[src/rtl/mww_pkg.sv]
package mww_pkg;

    localparam logic [7:0] NEWLINE_CODE = 8'h0A;
    localparam logic [7:0] WIDTH_RESET  = 8'd80;
    localparam int         FIFO_DEPTH   = 4;
    localparam int         PTR_W        = $clog2(FIFO_DEPTH);
    localparam int         CNT_W        = $clog2(FIFO_DEPTH + 1);
    localparam logic [15:0] COUNT_MAX   = 16'hFFFF;

    typedef struct packed {
        logic [15:0] line_start;
        logic [8:0]  line_length;
        logic        is_final;
        logic [15:0] lines_so_far;
        logic [8:0]  widest_so_far;
    } res_t;

    // first: one word to queue; second: a second word follows it
    typedef struct packed {
        logic first;
        logic second;
    } push_t;

    function automatic logic is_blank(input logic [7:0] c);
        logic r;
        r = ((c >= 8'h09) && (c <= 8'h0D)) || (c == 8'h20) || (c == 8'h85) || (c == 8'hA0);
        return r;
    endfunction

endpackage

[src/rtl/mww_core.sv]
module mww_core
    import mww_pkg::*;
#(
    parameter int MAX_WIDTH     = 255,
    parameter int POSITION_BITS = 16
)
(
    input  logic       clk,
    input  logic       rst_n,
    input  logic       cfg_we,
    input  logic [7:0] cfg_wdata,
    input  logic       accept,
    input  logic [7:0] char_code,
    input  logic       is_last,
    input  logic       end_only,
    output push_t      push,
    output res_t       res0,
    output res_t       res1
);

    localparam int CW = $clog2(MAX_WIDTH + 2);
    localparam int PB = POSITION_BITS;
    localparam int WB = (CW > 8) ? CW : 8;

    logic [7:0]    wrap_width_reg;
    logic [PB-1:0] text_pos_reg, text_pos_next;
    logic [PB-1:0] start_reg, start_next;
    logic [CW-1:0] chars_reg, chars_next;
    logic [CW-1:0] space_reg, space_next;
    logic [15:0]   count_reg, count_next;
    logic [CW-1:0] widest_reg, widest_next;

    logic [WB-1:0] ww_ext;
    logic [CW-1:0] w;
    logic          w_zero;
    logic [PB-1:0] pos_inc;
    logic          nl;
    logic          blank;
    logic          ends;
    logic          r1_valid;
    logic [CW-1:0] r1_len;
    logic [PB-1:0] lstart;
    logic [CW-1:0] lchars;
    logic [CW-1:0] lspace;
    logic [15:0]   cnt1, cnt2;
    logic [CW-1:0] wid1, wid2;
    logic          r2_valid;
    res_t          r1, r2;

    assign ww_ext  = WB'(wrap_width_reg);
    assign w       = (ww_ext > WB'(MAX_WIDTH)) ? CW'(MAX_WIDTH) : CW'(ww_ext);
    assign w_zero  = (w == '0);
    assign pos_inc = text_pos_reg + PB'(1);
    assign nl      = (char_code == NEWLINE_CODE);
    assign blank   = is_blank(char_code);

    always_comb
    begin
        lstart   = start_reg;
        lchars   = chars_reg;
        lspace   = space_reg;
        r1_valid = 1'b0;
        r1_len   = chars_reg;
        ends     = 1'b1;
        text_pos_next = text_pos_reg;
        if (!end_only)
        begin
            ends          = is_last;
            text_pos_next = pos_inc;
            if (w_zero)
            begin
                lstart = pos_inc;
                lchars = '0;
                lspace = '0;
            end
            else if (chars_reg < w)
            begin
                if (nl)
                begin
                    r1_valid = 1'b1;
                    lstart   = pos_inc;
                    lchars   = '0;
                    lspace   = '0;
                end
                else
                begin
                    if (blank && (chars_reg != '0))
                    begin
                        lspace = chars_reg;
                    end
                    lchars = chars_reg + CW'(1);
                end
            end
            else if (nl)
            begin
                r1_valid = 1'b1;
                lstart   = pos_inc;
                lchars   = '0;
                lspace   = '0;
            end
            else if (blank)
            begin
                r1_valid = 1'b1;
                r1_len   = chars_reg + CW'(1);
                lstart   = pos_inc;
                lchars   = '0;
                lspace   = '0;
            end
            else if ((space_reg != '0) && (space_reg < chars_reg))
            begin
                r1_valid = 1'b1;
                r1_len   = space_reg + CW'(1);
                lstart   = start_reg + PB'(space_reg) + PB'(1);
                lchars   = chars_reg - space_reg;
                lspace   = '0;
            end
            else
            begin
                r1_valid = 1'b1;
                lstart   = text_pos_reg;
                lchars   = CW'(1);
                lspace   = '0;
            end
        end
    end

    // running stats after the first and second line
    always_comb
    begin
        cnt1 = count_reg;
        wid1 = widest_reg;
        if (r1_valid)
        begin
            if (count_reg != COUNT_MAX)
            begin
                cnt1 = count_reg + 16'd1;
            end
            if (r1_len > widest_reg)
            begin
                wid1 = r1_len;
            end
        end
        r2_valid = ends && !w_zero;
        cnt2 = (cnt1 != COUNT_MAX) ? (cnt1 + 16'd1) : cnt1;
        wid2 = (lchars > wid1) ? lchars : wid1;
    end

    always_comb
    begin
        r1.line_start    = 16'(start_reg);
        r1.line_length   = 9'(r1_len);
        r1.is_final      = 1'b0;
        r1.lines_so_far  = cnt1;
        r1.widest_so_far = 9'(wid1);
        r2.line_start    = 16'(lstart);
        r2.line_length   = 9'(lchars);
        r2.is_final      = 1'b1;
        r2.lines_so_far  = cnt2;
        r2.widest_so_far = 9'(wid2);
        push.first  = accept && (r1_valid || r2_valid);
        push.second = accept && r1_valid && r2_valid;
        res0 = r1_valid ? r1 : r2;
        res1 = r2;
    end

    always_comb
    begin
        if (ends)
        begin
            start_next    = '0;
            chars_next    = '0;
            space_next    = '0;
            count_next    = '0;
            widest_next   = '0;
        end
        else
        begin
            start_next    = lstart;
            chars_next    = lchars;
            space_next    = lspace;
            count_next    = cnt1;
            widest_next   = wid1;
        end
    end

    always_ff @(posedge clk or negedge rst_n)
    begin
        if (!rst_n)
        begin
            wrap_width_reg <= WIDTH_RESET;
            text_pos_reg   <= '0;
            start_reg      <= '0;
            chars_reg      <= '0;
            space_reg      <= '0;
            count_reg      <= '0;
            widest_reg     <= '0;
        end
        else
        begin
            if (cfg_we)
            begin
                wrap_width_reg <= cfg_wdata;
            end
            if (accept)
            begin
                text_pos_reg <= ends ? '0 : text_pos_next;
                start_reg    <= start_next;
                chars_reg    <= chars_next;
                space_reg    <= space_next;
                count_reg    <= count_next;
                widest_reg   <= widest_next;
            end
        end
    end

`ifndef SYNTHESIS
    a_second_only_at_end: assert property (@(posedge clk) disable iff (!rst_n)
        push.second |-> (end_only || is_last))
        else $error("second line without end of text");

    a_zero_width_silent: assert property (@(posedge clk) disable iff (!rst_n)
        (accept && w_zero) |-> !push.first)
        else $error("line emitted at zero width");

    a_end_clears: assert property (@(posedge clk) disable iff (!rst_n)
        (accept && ends) |=> (chars_reg == '0) && (count_reg == '0) && (text_pos_reg == '0))
        else $error("text state not cleared after end");
`endif

endmodule

[src/rtl/mww_fifo.sv]
module mww_fifo
    import mww_pkg::*;
(
    input  logic  clk,
    input  logic  rst_n,
    input  push_t push,
    input  res_t  din0,
    input  res_t  din1,
    output logic  room,
    output logic  out_valid,
    input  logic  out_ready,
    output res_t  dout
);

    res_t             entry_reg [FIFO_DEPTH];
    logic [PTR_W-1:0] head_reg, head_next;
    logic [PTR_W-1:0] tail_reg, tail_next;
    logic [CNT_W-1:0] count_reg, count_next;
    logic [CNT_W-1:0] n_push;
    logic             pop;

    assign room      = (count_reg <= CNT_W'(FIFO_DEPTH - 2));
    assign out_valid = (count_reg != '0);
    assign dout      = entry_reg[head_reg];
    assign pop       = out_valid && out_ready;
    assign n_push    = CNT_W'(push.first) + CNT_W'(push.second);

    always_comb
    begin
        head_next  = pop ? (head_reg + PTR_W'(1)) : head_reg;
        tail_next  = tail_reg + PTR_W'(n_push);
        count_next = count_reg + n_push - CNT_W'(pop);
    end

    always_ff @(posedge clk)
    begin
        if (push.first)
        begin
            entry_reg[tail_reg] <= din0;
        end
        if (push.second)
        begin
            entry_reg[tail_reg + PTR_W'(1)] <= din1;
        end
    end

    always_ff @(posedge clk or negedge rst_n)
    begin
        if (!rst_n)
        begin
            head_reg  <= '0;
            tail_reg  <= '0;
            count_reg <= '0;
        end
        else
        begin
            head_reg  <= head_next;
            tail_reg  <= tail_next;
            count_reg <= count_next;
        end
    end

`ifndef SYNTHESIS
    a_no_overflow: assert property (@(posedge clk) disable iff (!rst_n)
        count_reg <= CNT_W'(FIFO_DEPTH))
        else $error("queue overflow");

    a_push_needs_room: assert property (@(posedge clk) disable iff (!rst_n)
        push.second |-> room)
        else $error("two words pushed without room");

    a_count_tracks: assert property (@(posedge clk) disable iff (!rst_n)
        (!pop && !push.first) |=> $stable(count_reg))
        else $error("count moved while idle");
`endif

endmodule

[src/rtl/monospace_word_wrap_top.sv]
// channel | signals                               | dir
// --------+---------------------------------------+-----
// in      | in_valid/in_ready, char_code,         | in
//         | is_last, end_only                     |
// out     | out_valid/out_ready, line_start,      | out
//         | line_length, is_final, lines_so_far,  |
//         | widest_so_far                         |
// cfg     | cfg_we, cfg_wdata (wrap width)        | in
//
// One character word per cycle while in_ready is high; its lines land in the output queue next cycle.
// An end of text can add a second word, which the 4-entry queue absorbs.
// in_ready drops only when fewer than two queue slots are free.
// rst_n clears all text state; wrap width resets to 80.
module monospace_word_wrap_top
    import mww_pkg::*;
#(
    parameter int MAX_WIDTH     = 255,
    parameter int POSITION_BITS = 16
)
(
    input  logic        clk,
    input  logic        rst_n,
    input  logic        cfg_we,
    input  logic [7:0]  cfg_wdata,
    input  logic        in_valid,
    output logic        in_ready,
    input  logic [7:0]  char_code,
    input  logic        is_last,
    input  logic        end_only,
    output logic        out_valid,
    input  logic        out_ready,
    output logic [15:0] line_start,
    output logic [8:0]  line_length,
    output logic        is_final,
    output logic [15:0] lines_so_far,
    output logic [8:0]  widest_so_far
);

    logic  accept;
    push_t push;
    res_t  res0, res1;
    res_t  dout;

    assign accept = in_valid && in_ready;

    mww_core #(
        .MAX_WIDTH     (MAX_WIDTH),
        .POSITION_BITS (POSITION_BITS)
    ) u_core (
        .clk       (clk),
        .rst_n     (rst_n),
        .cfg_we    (cfg_we),
        .cfg_wdata (cfg_wdata),
        .accept    (accept),
        .char_code (char_code),
        .is_last   (is_last),
        .end_only  (end_only),
        .push      (push),
        .res0      (res0),
        .res1      (res1)
    );

    mww_fifo u_fifo (
        .clk       (clk),
        .rst_n     (rst_n),
        .push      (push),
        .din0      (res0),
        .din1      (res1),
        .room      (in_ready),
        .out_valid (out_valid),
        .out_ready (out_ready),
        .dout      (dout)
    );

    assign line_start    = dout.line_start;
    assign line_length   = dout.line_length;
    assign is_final      = dout.is_final;
    assign lines_so_far  = dout.lines_so_far;
    assign widest_so_far = dout.widest_so_far;

endmodule

[config.mk]
export PLATFORM = sky130hd
export DESIGN_NAME = monospace_word_wrap_top
export DESIGN_NICKNAME = d
export VERILOG_FILES = /design/src/rtl/mww_pkg.sv /design/src/rtl/mww_core.sv /design/src/rtl/mww_fifo.sv /design/src/rtl/monospace_word_wrap_top.sv
export SDC_FILE = /design/constraint.sdc
export NUM_CORES = 1
export LEC_CHECK = 0
export ABC_CLOCK_PERIOD_IN_PS = 8400
export BUFFER_PORTS_ARGS = -buffer_cell sky130_fd_sc_hd__buf_2
export CAP_MARGIN = 20
export CORE_MARGIN = 4
export CORE_UTILIZATION = 40
export CTS_BUF_LIST = sky130_fd_sc_hd__clkbuf_8 sky130_fd_sc_hd__clkbuf_16
export DETAILED_ROUTE_END_ITERATION = 6
export PLACE_DENSITY = 0.57
export SYNTH_ARGS = -nofsm -noshare
export SYNTH_HDL_FRONTEND = slang
export SYNTH_SLANG_ARGS = --single-unit
[constraint.sdc]
create_clock -name clk -period 8.4 [get_ports clk]
set_input_delay 0.42 -clock clk [delete_from_list [all_inputs] [get_ports clk]]
set_output_delay 0.42 -clock clk [all_outputs]
set_load 0.005 [all_outputs]
Word level (Yosys, flattened, before mapping)
Memories as Yosys holds them, arrays and structs flattened.
Cells that the tools add are included.
{ "totals": {"regBits": 90, "ramBits": 204, "input_bits": 23, "output_inout_bits": 53, "mem_count": 1} }
{ "classes": {"add_sub_neg": 14, "order_cmp": 8, "n_eq_ne": 8, "muxes": 49, "n_reduce_logical": 20} }
{ "mem_list": {"columns": ["memory", "words", "word_bits", "read_ports", "rd_ports_with_merged_regs", "wr", "line", "source"], "rows": [
  ["u_fifo.entry_reg", 4, 51, 1, 0, 2, "mww_fifo.sv:15", "res_t entry_reg [FIFO_DEPTH];"]
]} }
{ "op_table": {"columns": ["op", "n"], "rows": [
  ["$mux 16", 14],
  ["$mux 9", 24],
  ["$add 16x1->16 const B", 4],
  ["$mux 51", 1],
  ["$ne 16x16->1 const B", 2],
  ["$add 9x1->9 const B", 2],
  ["$gt 9x9->1", 2],
  ["$lt 9x9->1", 2],
  ["$reduce_bool 9->1", 2],
  ["$add 16x9->16", 1],
  ["$eq 8x8->1 const B", 2],
  ["$logic_and 1x1->1", 9],
  ["$logic_not 9->1", 1],
  ["$mux 1", 9],
  ["$sub 9x9->9", 1],
  ["$eq 8x4->1 const B", 1],
  ["$eq 8x6->1 const B", 1],
  ["$ge 8x4->1 const B", 1],
  ["$gt 8x8->1 const B", 1],
  ["$le 8x4->1 const B", 1],
  ["$mux 8", 1],
  ["$ne 5x2->1 const B", 1],
  ["$add 2x1->2 const B", 2],
  ["$logic_or 1x1->1", 4],
  ["other kinds (10)", 10]
]} }

Longest topological paths before layout
Gate-level depths: netlist of the first run.
{ "depth": {"word_depth": 16, "depth_mapped": 33, "mapped_depth_nobuf": 31} }

Hierarchy
From an unflattened synthesis of the first run, not the netlist that was laid out.
{ "hier_totals": {"cells_unflattened": 1664, "hier_area_um2": 18690.4} }
{ "modules_own_cells": {"columns": ["mod", "instances", "cells_per_inst", "area_each_um2", "seq_area_each_um2"], "rows": [
  ["mww_fifo", 1, 533, 10197.3, 6301.0],
  ["mww_core", 1, 1130, 8486.9, 2079.5],
  ["monospace_word_wrap_top", 1, 1, 6.3, 0.0]
]} }

Least setup slack after synthesis of the first run
No wires, ideal clock.
{ "synth_timing": {"path_kind": "reg2reg", "startpoint": "register u_core.wrap_width_reg[6]", "endpoint": "memory u_fifo.entry_reg[2][1] (netlist bit), data pin", "setup_ns": 0.261, "t_arrival_ns": 6.266, "path_slack_ns": 1.873, "stages_incl_launch_ff": 24, "period_less_slack_ns": 6.527, "path_cell_list": "dfstp_2 > inv_1 > ha_1 > and3_1 > nand3_1 > o21a_1 > buf_2 > nor3_1 > o21ai_0 > a221o_1 > ha_1 > nand3_1 > a221o_1 > a31oi_1 > o41a_1 > buf_1 > nor2_1 > a21oi_1 > ha_1 > nand2_1 > o41ai_1 > o21ai_0 > nor2b_1 > a221o_1"} }
{ "synth_lines": {"columns": ["item", "line", "source"], "rows": [
  ["from (decl)", "mww_core.sv:25", "logic [7:0] wrap_width_reg;"],
  ["from (signal assigned)", "mww_core.sv:202", "wrap_width_reg <= cfg_wdata;"],
  ["to (decl)", "mww_fifo.sv:15", null]
]} }

==> metrics.md, run 1 <==
| Metric | Value |
|---|---|
| Htree depth | `2` |
| Final setup margin | `0.675 ns` |
| Max-cap check violation count | `0` |
| Highest cell delay on the worst timing path | `0.60 ns` |
| Comb power frac | `30.4%` |
| Most common cell after layout, fill and taps aside | `nand2_1` |
| Worst-path clk slew | `0.06 ns` |
| CTS buffer count | `36` |
| Critical Path Fanout Max | `11` |
| Final TNS setup | `0 ns` |
| Clock Path Buffers | `3` |
| Post-place setup slack | `0.901 ns` |
| YS warnings | `0` |
| Tot Pwr | `4.77 mW` |
| Io pins | `76` |
| Most frequent CP cell | `o21a_1` |
| Layout area overhead | `12.5%` |
| Gr ovfl total | `0` |
| Drt via density | `6.39` |
| Switching power | `1.63 mW` |
| Syn Std Cell Area | `18300 µm²` |
| Worst vdd ir | `159 µV` |
| Clock share of power | `31.3%` |
| Rel. slew slack | `25.8%` |
| RSZ-0062 raised after global routing | `false` |
| TritonCTS clock tree | `yes` |
| Commonest non-fill, non-tap cells in the layout | `nand2_1, edfxtp_1, o21ai_0` |
| CP Data Arrival Time | `7.99 ns` |
| FP Rows | `78` |
| First-pass GRT wire length | `100000 µm` |
| Final hold vios | `0` |
| Pwr Density | `231 nW/µm²` |
| Worst-case clock skew | `0.0257 ns` |
| Post-DP HPWL | `45500 µm` |
| Worst-Skew Late Latency | `0.56 ns` |
| Die ar. | `49300 µm²` |
| Nets | `1966` |
| Sequential element share of the synthesized area | `45.5%` |
| Total number of vias | `16000` |
| Slew at the pin with the worst max-slew slack | `1.10 ns` |
| Final Max Slew Viols | `0` |
| Net Sw Frac | `34.1%` |
| Tightest Hold Check Type | `primary input to flop` |
| Initial antenna violation count | `0` |
| Crit share post-route | `92.0%` |
| GRT Overall Usage | `26.4%` |
| Post-synth EDFFs | `200` |
| Synthesized flop and latch total | `294` |
| Drt wl/cell | `26.5 µm` |
| Drt first pass iters | `6` |
| Port bufs | `75` |
| Internal power | `3.14 mW` |
| Avg Cell Area, Syn | `10.0 µm²` |
| Top FF cell, synth | `edfxtp_1` |
| Initial drt markers | `2075` |
| Layout cells sized above 1 | `15.2%` |
| Setup violations, final | `0` |
| Non-filler cells, final | `2512` |
| Filler Cell Count | `4269` |
| Crit path capture type | `flop` |
| P_leak | `7.43 nW` |
| Routed Antenna Nets | `0` |
| Max stage delay cell, worst path | `a22oi_1` |
| Final hold slack | `0.0825 ns` |
| Mapped Cells | `1829` |
| Max reg flops | `204` |
| Flop pwr share | `38.3%` |
| CTS root buf | `clkbuf_16` |
| Chip Height | `222 µm` |
| Core Region | `45400 µm²` |
| Initial Util | `40.4%` |
| Status | `complete, no violations` |
| Cells after DPL | `2445` |
| Setup CP Type | `flop to flop` |
| CP startpoint kind | `flop` |
| Largest net degree at the start of global routing | `61` |
| Fmax | `129 MHz` |
| WP data required | `8.66 ns` |
| Syn Nets | `1910` |
| Post-route DRC violation count | `0` |
| Async SR Flop Fraction | `30.6%` |
| Die X | `222 µm` |
| Clock Sinks | `294` |
| Routed WL | `66600 µm` |
| Gpl congestion | `0.925` |
| Final min period | `7.72 ns` |
| Antenna Cells | `0` |
| Netlist cell types | `91` |
| Number of post-CTS setup repair buffers | `0` |
| Vias in the first global route | `15200` |
## cell families (layout without fill, tap and decap cells)
family / Yosys count / after routing / synth area share (%)
AOI/OAI and AO/OA: 609 / 609 / 21.9
xor gates and xnor gates: 71 / 71 / 3.39
buffers and inverters: 192 / 275 / 4.09
muxes: 70 / 70 / 7.43
adders and majority gates: 58 / 58 / 4.08
DFF: 294 / 294 / 45.5
and+or+nand+nor: 535 / 535 / 13.6
## cell type report
class                   count  area (µm²)  share of cell area (%)
clock inverters            28         195                   0.947
flip-flops and latches    294        8350                    40.5
well taps                 600         751                    3.64
inverters                  67         251                    1.22
multi-input cells        1343        9270                    45.0
repair buffers            143         891                    4.32
clock buffers              37         915                    4.44
## routing by layer
layer  wire length [µm]  part of all wire (%)  GRT usage, %  vias up
met2              29200                    44          39.8      861
met5                  0                     0             0        -
met1              29500                    44          39.4     7930
met3               6200                   9.3          4.29      116
met4               1720                   2.6          7.32        0
li1                   -                     -             -     7135
## synthesized netlist by cell type, types with 5 or more instances
master | number | area (µm²)
nor3_1 | 17 | 85.1
a31oi_1 | 16 | 100
a221o_1 | 5 | 50.1
o21a_1 | 11 | 82.6
dfrtp_1 | 88 | 2200
a211o_1 | 6 | 52.6
edfxtp_1 | 200 | 6010
a21o_1 | 20 | 150
and4_1 | 6 | 52.6
nand3_1 | 63 | 315
nor2b_1 | 11 | 68.8
and3_1 | 24 | 150
ha_1 | 55 | 688
o21ai_1 | 8 | 40.0
a21oi_1 | 84 | 420
o2111ai_1 | 6 | 52.6
o221a_2 | 5 | 56.3
a211oi_1 | 8 | 60.1
mux4_2 | 51 | 1150
buf_1 | 16 | 60.1
nand2b_1 | 11 | 68.8
clkbuf_1 | 97 | 364
o22ai_1 | 130 | 813
o31ai_1 | 15 | 113
a221oi_1 | 7 | 61.3
inv_1 | 66 | 248
o41ai_1 | 5 | 43.8
nor4_1 | 7 | 43.8
a22o_1 | 39 | 342
o32ai_1 | 10 | 87.6
a222oi_1 | 5 | 50.1
mux2_2 | 8 | 90.1
or3_1 | 9 | 56.3
buf_2 | 7 | 35.0
nand2_1 | 219 | 822
o21ai_0 | 154 | 771
o221ai_1 | 9 | 78.8
nand4_1 | 10 | 62.6
o211ai_1 | 7 | 52.6
a22oi_1 | 12 | 90.1
xnor2_1 | 53 | 464
and2_1 | 15 | 93.8
nor2_1 | 122 | 458
mux2i_1 | 10 | 100
xor2_1 | 18 | 158
## power groups by stage
stage | Combinational (mW) | Sequential [mW] | Clock (mW)
floorplan | 0.911 | 1.78 | 0
global placement | 1.45 | 1.85 | 0
global route | 1.55 | 1.84 | 1.57
finish | 1.45 | 1.83 | 1.49
detailed placement | 1.45 | 1.86 | 0
CTS | 1.45 | 1.83 | 1.51
## worst max-delay path: cells and delay by family, from the launching register on
kind	cells	cell delay [ns]
adders and majority gates	3	1.01
and+or+nand+nor	7	1.71
DFF	1	0.57
AOI/OAI and AO/OA	16	3.84
buffers and inverters	2	0.28
## what timing repair did
item | 4_1_cts | 5_1_grt
endpoints found under the hold margin | 30 | 0
hold buffers | 1 | 0
gates resized for setup | 0 | 0
## path summary, 6_finish.rpt
check / startpoint / endpoint / slack [ns] / cells past startpoint
worst max-delay path: u_core.chars_reg[5] / u_fifo.entry_reg[3][7] / 0.68 / 28
worst min-delay path: cfg_wdata[4] / u_core.wrap_width_reg[4] / 0.08 / 3
worst max register to register: u_core.chars_reg[5] / u_fifo.entry_reg[3][7] / 0.68 / 28
worst min register to register: u_fifo.entry_reg[0][25] / u_fifo.entry_reg[0][25] / 0.47 / 2
max in group asynchronous: rst_n / u_core.widest_reg[5] / 6.79 / 3
min in group asynchronous: rst_n / u_core.text_pos_reg[10] / 0.36 / 2
## per-stage QoR
stage / cell area (µm²) / utilization [%]
after floorplan: 18300 / -
after global placement: 19500 / 42.9
after detailed placement: 19500 / 42.9
after CTS: 20600 / 45.4
after global routing: 20600 / 45.4
final: 20600 / 45.4
(Power assumes the default switching activity.)
==> run 2: changes to the inputs <==
--- a/config.mk
+++ b/config.mk
@@ -8,7 +8,7 @@
 export ABC_CLOCK_PERIOD_IN_PS = 8400
 export BUFFER_PORTS_ARGS = -buffer_cell sky130_fd_sc_hd__buf_2
 export CAP_MARGIN = 20
-export CORE_MARGIN = 4
+export CORE_MARGIN = 3
 export CORE_UTILIZATION = 40
 export CTS_BUF_LIST = sky130_fd_sc_hd__clkbuf_8 sky130_fd_sc_hd__clkbuf_16
 export DETAILED_ROUTE_END_ITERATION = 6
==> metrics.md, run 2 (synthesis gave the netlist of run 1 again) <==
| Metric | Value |
|---|---|
| Gr ovfl total | `0` |
| Vias in the first global route | `15100` |
| Initial drt markers | `1681` |
| P_leak | `7.44 nW` |
| Max stage delay cell, worst path | `nor3_1` |
| Number of post-CTS setup repair buffers | `0` |
| Clock Path Buffers | `3` |
| Htree depth | `2` |
| Setup CP Type | `flop to flop` |
| Worst Hold Launch | `cfg_wdata[7]` |
| CP Data Arrival Time | `7.97 ns` |
| Rel. slew slack | `25.9%` |
| RSZ-0062 raised after global routing | `false` |
| Port bufs | `75` |
| Filler Cell Count | `4209` |
| R2R Setup Slk | `0.70 ns` |
| Worst-Skew Late Latency | `0.55 ns` |
| Post-DP HPWL | `45500 µm` |
| Critical Path Fanout Max | `14` |
| Non-filler cells, final | `2501` |
| Max-cap check violation count | `0` |
| Highest cell delay on the worst timing path | `0.72 ns` |
| Max reg flops | `204` |
| Tot Pwr | `4.89 mW` |
| FP Rows | `77` |
| TritonCTS clock tree | `yes` |
| CTS root buf | `clkbuf_16` |
| Final Max Slew Viols | `0` |
| Routed Antenna Nets | `0` |
| Core Region | `44700 µm²` |
| Tightest Hold Check Type | `primary input to flop` |
| Die ar. | `48400 µm²` |
| Total number of vias | `15900` |
| Final hold slack | `0.0912 ns` |
| Initial antenna violation count | `0` |
| Area after DPL | `19500 µm²` |
| Final hold vios | `0` |
| Fmax | `130 MHz` |
| GRT Overall Usage | `27.2%` |
| Initial Util | `41.0%` |
| WP data required | `8.67 ns` |
| Seq. cell area | `8350 µm²` |
| Worst reg2reg path endpoint | `u_fifo.entry_reg[3][7]` |
| R2R depth | `24` |
| Final min period | `7.70 ns` |
| Fin area | `20700 µm²` |
| Final setup margin | `0.697 ns` |
| Largest net degree at the start of global routing | `55` |
| Slew at the pin with the worst max-slew slack | `1.11 ns` |
| Layout area overhead | `13.1%` |
| Post-route DRC violation count | `0` |
| First-pass GRT wire length | `98300 µm` |
| Crit path capture type | `flop` |
| Status | `complete, no violations` |
| Gpl congestion | `0.940` |
| Reg-to-reg startpoint | `u_core.space_reg[1]` |
| Multi-input gate area | `9290 µm²` |
| Routed WL | `66100 µm` |
| CTS buffer count | `35` |
| Layout cells sized above 1 | `15.3%` |
| Final TNS setup | `0 ns` |
| Drt wl/cell | `26.4 µm` |
| Worst-case hold path end point | `u_core.wrap_width_reg[7]` |
| Worst-case clock skew | `0.0114 ns` |
| Cells after DPL | `2436` |
| Final core occ | `46.4%` |
| Worst-path cell chain | `inv_1, ha_1, nor2b_1, o21ai_0, a21oi_1, o21bai_1, a21o_1, nor3_1, a211oi_1, ha_1, o21ai_0, a21o_1, a31oi_1, o41a_1, mux2i_1, ha_1, o21a_1, o21a_1, o21ai_0, a31oi_1, o41a_1, nand2_1, a22oi_1, o221ai_1` |
| Pwr Density | `236 nW/µm²` |
| Die X | `220 µm` |
| Worst-path clk slew | `0.06 ns` |
| CP startpoint kind | `flop` |
| Chip Height | `220 µm` |
| Post-place setup slack | `0.570 ns` |
| Nets | `1964` |
| Drt first pass iters | `6` |
| Worst vdd ir | `186 µV` |
| Commonest non-fill, non-tap cells in the layout | `nand2_1, edfxtp_1, o21ai_0` |
| Drt via density | `6.36` |
| Setup violations, final | `0` |
| Most common cell after layout, fill and taps aside | `nand2_1` |
| Clock Sinks | `294` |
| Hold Path Depth | `3` |
| Crit share post-route | `91.7%` |
| Antenna Cells | `0` |
| Io pins | `76` |
## run 2: changes by cell type in the layout (fill, tap and decap cells not counted), moves of 4 or more
cell and change:
bufinv_16 +5, clkinv_1 +4, clkinv_2 -4, inv_1 -7
## run 2: layer usage
layer | vias up | wire length (µm) | part of all wire, % | GRT usage, %
met1 | 7852 | 29300 | 44 | 39.9
met3 | 134 | 5920 | 9.0 | 5.32
met2 | 784 | 28600 | 43 | 40.3
li1 | 7132 | - | - | -
met5 | - | 0 | 0 | 0
met4 | 0 | 2220 | 3.4 | 9.49
## run 2: what timing repair did
| item | 4_1_cts | 5_1_grt |
|---|---|---|
| setup endpoints to repair | 0 | 8 |
| hold buffers | 1 | 0 |
| endpoints found under the hold margin | 36 | 0 |
| resized for setup | 0 | 1 |
## run 2: worst max path at each step
stage                                   startpoint                endpoint  slack, ns  cells past startpoint
final                          u_core.space_reg[1]  u_fifo.entry_reg[3][7]       0.70                     24
after global routing           u_core.chars_reg[7]  u_fifo.entry_reg[3][7]       0.11                     25
after CTS                      u_core.chars_reg[7]  u_fifo.entry_reg[3][7]       0.54                     25
after detailed placement       u_core.chars_reg[7]  u_fifo.entry_reg[3][7]       0.57                     25
after global placement    u_core.wrap_width_reg[6]  u_fifo.entry_reg[3][7]       0.94                     26
after floorplan           u_core.wrap_width_reg[6]  u_fifo.entry_reg[2][1]       1.87                     23
## run 2: worst max-delay path: cells and delay by family, from the launching register on
| family | cells | cell delay [ns] |
|---|---|---|
| buf+inv | 1 | 0.19 |
| mux | 1 | 0.62 |
| compound gates | 16 | 4.15 |
| simple gates | 3 | 1.08 |
| flops | 1 | 0.43 |
| fa+ha+maj | 3 | 0.95 |
## run 2: layout make-up
| cell class | count | share of cell area [%] |
|---|---|---|
| sequential | 294 | 40.3 |
| clock inverter | 28 | 1.63 |
| timing repair buffer | 142 | 4.26 |
| clock buffer | 35 | 4.23 |
| tap | 592 | 3.57 |
| multi-input combinational | 1343 | 44.8 |
| inverter | 67 | 1.21 |
## run 2: report_power, final
part	internal (mW)	switching (mW)	leakage (nW)
registers	1.70	0.106	3.12
clock network	0.981	0.644	0.589
logic	0.578	0.877	3.74
